==> src/rtl/core/srw_pkg.sv <==
// Shared constants and request type for the selective-repeat window tracker.
package srw_pkg;

  localparam int unsigned WINDOW      = 8;
  localparam int unsigned SEQ_SPACE   = 16;
  localparam int unsigned SLOTS       = 256;
  localparam int unsigned PAYLOAD_MAX = 1024;

  localparam int unsigned SEQ_W   = 4;
  localparam int unsigned PLEN_W  = 11;
  localparam int unsigned SLOT_W  = 8;
  localparam int unsigned BASE_W  = 9;
  localparam int unsigned BYTES_W = 19;
  localparam int unsigned WIN_W   = $clog2(WINDOW);

  localparam logic [BYTES_W-1:0] BYTES_SAT = {BYTES_W{1'b1}};

  typedef enum logic [1:0] {
    OP_CLEAR = 2'd0,
    OP_DATA  = 2'd1,
    OP_ACK   = 2'd2
  } op_t;

  typedef struct packed {
    op_t               op;
    logic              last;
    logic [SEQ_W-1:0]  seq;
    logic [PLEN_W-1:0] plen;
  } req_t;

endpackage

==> src/rtl/core/selective_repeat_window_tracker.sv <==
// Top level of the selective-repeat window tracker: intake, request queue, window update.
//
//   channel   direction  handshake             fields
//   request   in         start && !busy        kind, is_ack, is_last, seqno, payload_length
//   result    out        strobe (one cycle)    accepted .. overflow
//
// A request is executed and then the base advances over the marked slots at the window start;
// the base advance steps one slot per cycle in the window update stage. A clear skips it.
// Reset (rst, synchronous) empties the queue and clears the window, bitmap and byte total.
// Up to four requests may be in flight (intake register, two queue entries and the one in
// window update); busy rises only when the intake register and both queue entries are
// taken. Results cannot be held off by the receiver.
module selective_repeat_window_tracker import srw_pkg::*; (
  input  logic               clk,
  input  logic               rst,
  input  logic               start,
  output logic               busy,
  input  logic               kind,
  input  logic               is_ack,
  input  logic               is_last,
  input  logic [SEQ_W-1:0]   seqno,
  input  logic [PLEN_W-1:0]  payload_length,
  output logic               strobe,
  output logic               accepted,
  output logic               duplicate_reack,
  output logic               send_ack,
  output logic [SEQ_W-1:0]   ack_seqno,
  output logic               ack_last,
  output logic [SLOT_W-1:0]  slot_index,
  output logic [BASE_W-1:0]  window_base,
  output logic               done_res,
  output logic [BYTES_W-1:0] bytes_total,
  output logic               overflow
);

  logic push;
  req_t push_req;
  logic q_full;
  logic q_empty;
  logic pop;
  req_t head;

  srw_front u_front (
    .clk            (clk),
    .rst            (rst),
    .start          (start),
    .kind           (kind),
    .is_ack         (is_ack),
    .is_last        (is_last),
    .seqno          (seqno),
    .payload_length (payload_length),
    .q_full         (q_full),
    .busy           (busy),
    .push           (push),
    .push_req       (push_req)
  );

  srw_queue u_queue (
    .clk      (clk),
    .rst      (rst),
    .push     (push),
    .push_req (push_req),
    .pop      (pop),
    .head     (head),
    .full     (q_full),
    .empty    (q_empty)
  );

  srw_back u_back (
    .clk             (clk),
    .rst             (rst),
    .q_empty         (q_empty),
    .head            (head),
    .pop             (pop),
    .strobe          (strobe),
    .accepted        (accepted),
    .duplicate_reack (duplicate_reack),
    .send_ack        (send_ack),
    .ack_seqno       (ack_seqno),
    .ack_last        (ack_last),
    .slot_index      (slot_index),
    .window_base     (window_base),
    .done_res        (done_res),
    .bytes_total     (bytes_total),
    .overflow        (overflow)
  );

endmodule

==> src/rtl/core/srw_front.sv <==
// Request intake: decodes a segment header or clear and hands it to the queue.
module srw_front import srw_pkg::*; (
  input  logic              clk,
  input  logic              rst,
  input  logic              start,
  input  logic              kind,
  input  logic              is_ack,
  input  logic              is_last,
  input  logic [SEQ_W-1:0]  seqno,
  input  logic [PLEN_W-1:0] payload_length,
  input  logic              q_full,
  output logic              busy,
  output logic              push,
  output req_t              push_req
);

  logic hold_valid;
  req_t hold;
  req_t decoded;
  logic take;

  always_comb begin
    decoded.op   = !kind ? OP_CLEAR : (is_ack ? OP_ACK : OP_DATA);
    decoded.last = is_last;
    decoded.seq  = seqno;
    decoded.plen = (payload_length > PLEN_W'(PAYLOAD_MAX)) ? PLEN_W'(PAYLOAD_MAX)
                                                           : payload_length;
  end

  assign busy     = hold_valid && q_full;
  assign take     = start && !busy;
  assign push     = hold_valid && !q_full;
  assign push_req = hold;

  always_ff @(posedge clk) begin
    if (rst) begin
      hold_valid <= 1'b0;
    end else if (take) begin
      hold_valid <= 1'b1;
    end else if (push) begin
      hold_valid <= 1'b0;
    end
    if (take) begin
      hold <= decoded;
    end
  end

endmodule

==> src/rtl/core/srw_queue.sv <==
// Two-entry request queue between intake and window update.
module srw_queue import srw_pkg::*; (
  input  logic clk,
  input  logic rst,
  input  logic push,
  input  req_t push_req,
  input  logic pop,
  output req_t head,
  output logic full,
  output logic empty
);

  req_t       entry [2];
  logic       wr_ptr;
  logic       rd_ptr;
  logic [1:0] count;

  assign full  = (count == 2'd2);
  assign empty = (count == 2'd0);
  assign head  = entry[rd_ptr];

  always_ff @(posedge clk) begin
    if (rst) begin
      wr_ptr <= 1'b0;
      rd_ptr <= 1'b0;
      count  <= 2'd0;
    end else begin
      if (push) begin
        wr_ptr <= !wr_ptr;
      end
      if (pop) begin
        rd_ptr <= !rd_ptr;
      end
      case ({push, pop})
        2'b10:   count <= count + 2'd1;
        2'b01:   count <= count - 2'd1;
        default: count <= count;
      endcase
    end
    if (push) begin
      entry[wr_ptr] <= push_req;
    end
  end

endmodule

==> src/rtl/core/srw_back.sv <==
// Window update: marks slots, counts bytes, advances the base and issues results.
module srw_back import srw_pkg::*; (
  input  logic               clk,
  input  logic               rst,
  input  logic               q_empty,
  input  req_t               head,
  output logic               pop,
  output logic               strobe,
  output logic               accepted,
  output logic               duplicate_reack,
  output logic               send_ack,
  output logic [SEQ_W-1:0]   ack_seqno,
  output logic               ack_last,
  output logic [SLOT_W-1:0]  slot_index,
  output logic [BASE_W-1:0]  window_base,
  output logic               done_res,
  output logic [BYTES_W-1:0] bytes_total,
  output logic               overflow
);

  typedef enum logic [1:0] {
    S_IDLE,
    S_EXEC,
    S_ADV
  } state_t;

  state_t             state;
  req_t               cur;
  logic [BASE_W-1:0]  base;
  logic [WINDOW-1:0]  win_mark;
  logic [WINDOW-1:0]  win_last;
  logic [WINDOW-1:0]  hist_last;
  logic [BYTES_W-1:0] byte_count;
  logic               finished;

  logic [SEQ_W-1:0]   seq_dist;
  logic               in_win;
  logic [WIN_W-1:0]   widx;
  logic [BASE_W:0]    slot_sum;
  logic               beyond;
  logic               in_prev;
  logic [SEQ_W:0]     back_amt;
  logic [WIN_W-1:0]   hidx;
  logic               back_ok;
  logic [BASE_W-1:0]  prev_slot;
  logic [BYTES_W:0]   byte_sum;
  logic [BYTES_W-1:0] byte_next;
  logic               is_data;
  logic               fin_next;

  assign pop = (state == S_IDLE) && !q_empty;

  always_comb begin
    is_data   = (cur.op == OP_DATA);
    seq_dist  = cur.seq - base[SEQ_W-1:0];
    in_win    = seq_dist < SEQ_W'(WINDOW);
    widx      = seq_dist[WIN_W-1:0];
    slot_sum  = {1'b0, base} + (BASE_W+1)'(seq_dist);
    beyond    = slot_sum >= (BASE_W+1)'(SLOTS);
    in_prev   = !in_win && is_data &&
                (({1'b0, seq_dist} + (SEQ_W+1)'(WINDOW)) >= (SEQ_W+1)'(SEQ_SPACE));
    back_amt  = (SEQ_W+1)'(SEQ_SPACE) - {1'b0, seq_dist};
    hidx      = WIN_W'(back_amt - (SEQ_W+1)'(1));
    back_ok   = base >= BASE_W'(back_amt);
    prev_slot = base - BASE_W'(back_amt);
    byte_sum  = {1'b0, byte_count} + (BYTES_W+1)'(cur.plen);
    byte_next = (byte_sum > {1'b0, BYTES_SAT}) ? BYTES_SAT : byte_sum[BYTES_W-1:0];
    fin_next  = finished || ((base != '0) && hist_last[0]);
  end

  always_ff @(posedge clk) begin
    if (rst) begin
      state      <= S_IDLE;
      base       <= '0;
      win_mark   <= '0;
      win_last   <= '0;
      hist_last  <= '0;
      byte_count <= '0;
      finished   <= 1'b0;
      strobe     <= 1'b0;
    end else begin
      unique case (state)
        S_IDLE: begin
          strobe <= 1'b0;
          if (pop) begin
            cur   <= head;
            state <= S_EXEC;
          end
        end
        S_EXEC: begin
          accepted        <= 1'b0;
          duplicate_reack <= 1'b0;
          send_ack        <= 1'b0;
          ack_seqno       <= '0;
          ack_last        <= 1'b0;
          slot_index      <= '0;
          overflow        <= 1'b0;
          if (cur.op == OP_CLEAR) begin
            base        <= '0;
            win_mark    <= '0;
            win_last    <= '0;
            hist_last   <= '0;
            byte_count  <= '0;
            finished    <= 1'b0;
            window_base <= '0;
            done_res    <= 1'b0;
            bytes_total <= '0;
            strobe      <= 1'b1;
            state       <= S_IDLE;
          end else begin
            strobe <= 1'b0;
            if (in_win) begin
              if (beyond) begin
                overflow <= 1'b1;
              end else begin
                if (is_data && !win_mark[widx]) begin
                  byte_count <= byte_next;
                end
                win_mark[widx] <= 1'b1;
                win_last[widx] <= win_last[widx] | cur.last;
                accepted       <= 1'b1;
                slot_index     <= slot_sum[SLOT_W-1:0];
                if (is_data) begin
                  send_ack  <= 1'b1;
                  ack_seqno <= cur.seq;
                  ack_last  <= win_last[widx] | cur.last;
                end
              end
            end else if (in_prev && back_ok) begin
              duplicate_reack <= 1'b1;
              send_ack        <= 1'b1;
              ack_seqno       <= cur.seq;
              ack_last        <= hist_last[hidx];
              slot_index      <= prev_slot[SLOT_W-1:0];
            end
            state <= S_ADV;
          end
        end
        S_ADV: begin
          if ((base < BASE_W'(SLOTS)) && win_mark[0]) begin
            hist_last <= {hist_last[WINDOW-2:0], win_last[0]};
            win_mark  <= {1'b0, win_mark[WINDOW-1:1]};
            win_last  <= {1'b0, win_last[WINDOW-1:1]};
            base      <= base + BASE_W'(1);
            strobe    <= 1'b0;
          end else begin
            finished    <= fin_next;
            done_res    <= fin_next;
            window_base <= base;
            bytes_total <= byte_count;
            strobe      <= 1'b1;
            state       <= S_IDLE;
          end
        end
        default: begin
          strobe <= 1'b0;
          state  <= S_IDLE;
        end
      endcase
    end
  end

endmodule

==> config.mk <==
export PLATFORM = sky130hd
export DESIGN_NAME = selective_repeat_window_tracker
export DESIGN_NICKNAME = d
export VERILOG_FILES = /design/src/rtl/core/srw_pkg.sv /design/src/rtl/core/selective_repeat_window_tracker.sv /design/src/rtl/core/srw_front.sv /design/src/rtl/core/srw_queue.sv /design/src/rtl/core/srw_back.sv
export SDC_FILE = /design/constraint.sdc
export NUM_CORES = 1
export LEC_CHECK = 0
export ABC_AREA = 1
export BUFFER_PORTS_ARGS = -buffer_cell sky130_fd_sc_hd__buf_2
export CORE_ASPECT_RATIO = 1.4
export CORE_MARGIN = 1.5
export CORE_UTILIZATION = 50
export DETAILED_ROUTE_END_ITERATION = 10
export PLACE_DENSITY_LB_ADDON = 0.2
export SETUP_SLACK_MARGIN = 0.4
export SLEW_MARGIN = 20
export SYNTH_ARGS = -nofsm -noshare
export SYNTH_HDL_FRONTEND = slang
export SYNTH_SLANG_ARGS = --single-unit
==> constraint.sdc <==
create_clock -name clk -period 8.4 [get_ports clk]
set_input_delay 0.84 -clock clk [delete_from_list [all_inputs] [get_ports clk]]
set_output_delay 0.84 -clock clk [all_outputs]
set_load 0.03 [all_outputs]
==> impl_metrics.json <==
{
  "drt_iter0_markers": 467,
  "drive_above_1_share_pct": 13.6,
  "cp_common_cell": "inv_1",
  "cpPeakStageDelay_ns": 0.78,
  "rsz0062_at_grt": "no",
  "row_count": 58,
  "antenna_found_initial": 0,
  "grt_first_pass_wirelength_um": 31200,
  "io_pins": 69,
  "ant_nets": 0,
  "status": "finished clean",
  "ys_types": 49,
  "netlist_area_sq_um": 9120,
  "ctsLongestPathBuffers": 2,
  "critical_path.cell_chain": "ha_1, inv_1, fa_1, inv_1, ha_1, inv_1, ha_1, a21oi_1, o21ai_0, nor2_1, nand4_1, nand2_1, inv_1, o211ai_1, nand2_1",
  "dpl.hpwl_um": 14100,
  "final_cell_mix": "318 x nand2_1, 144 x inv_1, 118 x edfxtp_1",
  "hold_class": "reg -> reg",
  "port_buffers": 68,
  "synth_nets": 1114,
  "maxCapViolCount": 0,
  "fin_skew_ns": 0.00744,
  "vias": 6934,
  "maxSlewViolCount": 0,
  "hold_viol": 0,
  "die_y_um": 163,
  "drcViolationCount": 0,
  "synth-seq-cells": 179,
  "critPathKind": "reg -> reg",
  "post_cts_resized": 0,
  "p_leak_nw": 4.55,
  "grt_pass1_vias": 6472,
  "insertion_delay_ns": 0.43,
  "coreArea_sq_um": 17900,
  "fin_crit_sh_pct": 51.6,
  "cp_data_arrival_time_ns": 4.51,
  "placedInstanceArea_sq_um": 9630,
  "final_area_sq_um": 10200,
  "crit_slowest_cell": "fa_1",
  "overflow": 0,
  "ys_async_sr_fraction_pct": 0,
  "layout_commonest_cell": "nand2_1",
  "start_util_pct": 50.9,
  "avgSynthCellArea_sq_um": 8.61,
  "wl_per_cell_um": 14.0,
  "critPathTopFamily": "adder cells",
  "clk_pin_slew_ns": 0.07,
  "area_growth_pct": 11.9,
  "fin_tns_setup_ns": 0,
  "yosysSeqAreaShare_pct": 52.2,
  "cts_tree": "built",
  "synthCells": 1060,
  "fp.dieW_um": 117,
  "cts_root_buf": "clkbuf_16",
  "grt_use_total_pct": 21.4,
  "slew_headroom_pct": 34.6,
  "antenna-diode-count": 0,
  "synth_edf_count": 118,
  "ys.flop_type": "edfxtp_1",
  "worst-slew-pin-transition_ns": 0.981,
  "cts_hold_repair.buffers": 0,
  "end_kind": "flop",
  "first_pass_iters": 6,
  "viasPerCell": 5.04,
  "clkSinkCount": 179,
  "p_per_area_nw_per_um2": 289,
  "crit_path_start_kind": "flop",
  "yosys_warnings": 0,
  "cts_buffers": 17,
  "wl_um": 19200,
  "fmax_ghz": 0.231,
  "postCtsSetupRepairBufs": 0,
  "critPathBufInv": 4,
  "vdd_drop_max_uv": 193,
  "die-area_sq_um": 19100,
  "path_max_fanout": 12,
  "grt_max_degree": 53,
  "finalCriticalPeriod_ns": 4.33,
  "finalNetCount": 1176,
  "cp.required_ns": 8.58,
  "setup_viol": 0,
  "gp_congestion": 0.890,
  "h-tree-depth": 4
}
-- worst paths after layout --
kind / cells after the start / end / start / slack (ns)
max reg2reg: 15 / u_back.ack_last / u_back.base[0] / 4.07
max: 15 / u_back.ack_last / u_back.base[0] / 4.07
min reg2reg: 0 / u_queue.entry[1][7] / u_front.push_req[7] / 0.45
min: 0 / u_queue.entry[1][7] / u_front.push_req[7] / 0.45
-- cells in the mapped netlist, types with 2 or more instances --
library cell / n / share of area (%)
buf_6: 3 / 0.37
clkbuf_1: 11 / 0.45
nand3_1: 53 / 2.9
a21oi_1: 77 / 4.2
nand2_2: 16 / 1.1
ha_1: 29 / 4.0
o22ai_1: 5 / 0.34
fa_1: 4 / 0.88
nor4_1: 2 / 0.14
edfxtp_1: 118 / 39
buf_2: 3 / 0.16
nand3_2: 2 / 0.22
nand4_1: 10 / 0.69
and2_1: 2 / 0.14
nor2_1: 68 / 2.8
a21boi_0: 3 / 0.25
nor3_1: 15 / 0.82
o21bai_1: 2 / 0.16
nor3b_1: 2 / 0.16
nand3_4: 2 / 0.38
a211oi_1: 7 / 0.58
buf_4: 4 / 0.33
or2_2: 3 / 0.21
xor2_1: 13 / 1.2
nand3b_1: 2 / 0.16
inv_1: 144 / 5.9
o21ai_0: 27 / 1.5
buf_1: 8 / 0.33
o211ai_1: 2 / 0.16
nor2_2: 5 / 0.34
xnor2_1: 8 / 0.77
dfxtp_1: 61 / 13
nand2_4: 2 / 0.25
nand2_1: 318 / 13
inv_2: 4 / 0.16
a21oi_2: 10 / 0.96
o21ai_1: 3 / 0.16
-- power breakdown --
group | internal [mW] | total, mW | leakage (nW) | switching (mW)
clock network | 0.450 | 0.784 | 0.276 | 0.335
registers | 1.11 | 1.18 | 1.61 | 0.0752
logic | 0.285 | 0.984 | 2.67 | 0.699
total | 1.84 | 2.95 | 4.55 | 1.11
-- routing by layer --
metal,GRT usage [%],wire (um)
met5,0,0
met4,9.04,570
met2,37.4,9750
met1,25.7,8210
met3,3.68,701
-- kinds of logic (layout without fill, tap and decap cells) --
logic type | count (synthesis) | in the layout | share of synthesized area, %
and+or+nand+nor | 506 | 506 | 24.0
AOI/OAI and AO/OA | 141 | 141 | 8.76
xor gates and xnor gates | 21 | 21 | 2.02
DFF | 179 | 179 | 52.2
adders and majority gates | 33 | 33 | 4.86
buffers and inverters | 180 | 255 | 8.15
-- state kept, by name, indices dropped and copies added, names as in the netlist, 2 cells and up --
signal / flops
u_back.base: 9
u_front.push_req: 18
u_back.byte_count: 19
u_queue.count: 2
u_back.window_base: 9
u_back.bytes_total: 19
u_queue.entry: 36
u_back.hist_last: 8
u_back.ack_seqno: 4
u_back.win_last: 8
u_back.cur: 18
u_back.slot_index: 8
u_back.state: 2
u_back.win_mark: 8
-- through the flow --
step                      utilization, %  power (mW)  cells  hold WS, ns  setup slack (ns)
after floorplan                        -        1.96   1060        0.421              4.97
after global placement              53.7        2.18   1343        0.422              4.26
after detailed placement            53.7        2.18   1343        0.430              4.15
after CTS                           57.0        2.96   1375        0.446              4.14
after global routing                57.0        3.13   1375        0.450              3.80
final                               57.0        2.95   1375        0.445              4.07
-- cell type report --
cell class,count,area (sq um)
clock buffers,21,450
clock inverters,11,130
fillers,1652,7710
inverters,149,559
multi-input cells,701,3620
flip-flops and latches,179,4760
well taps,240,300
repair buffers,74,385
Power figures use the tool's default switching activity.
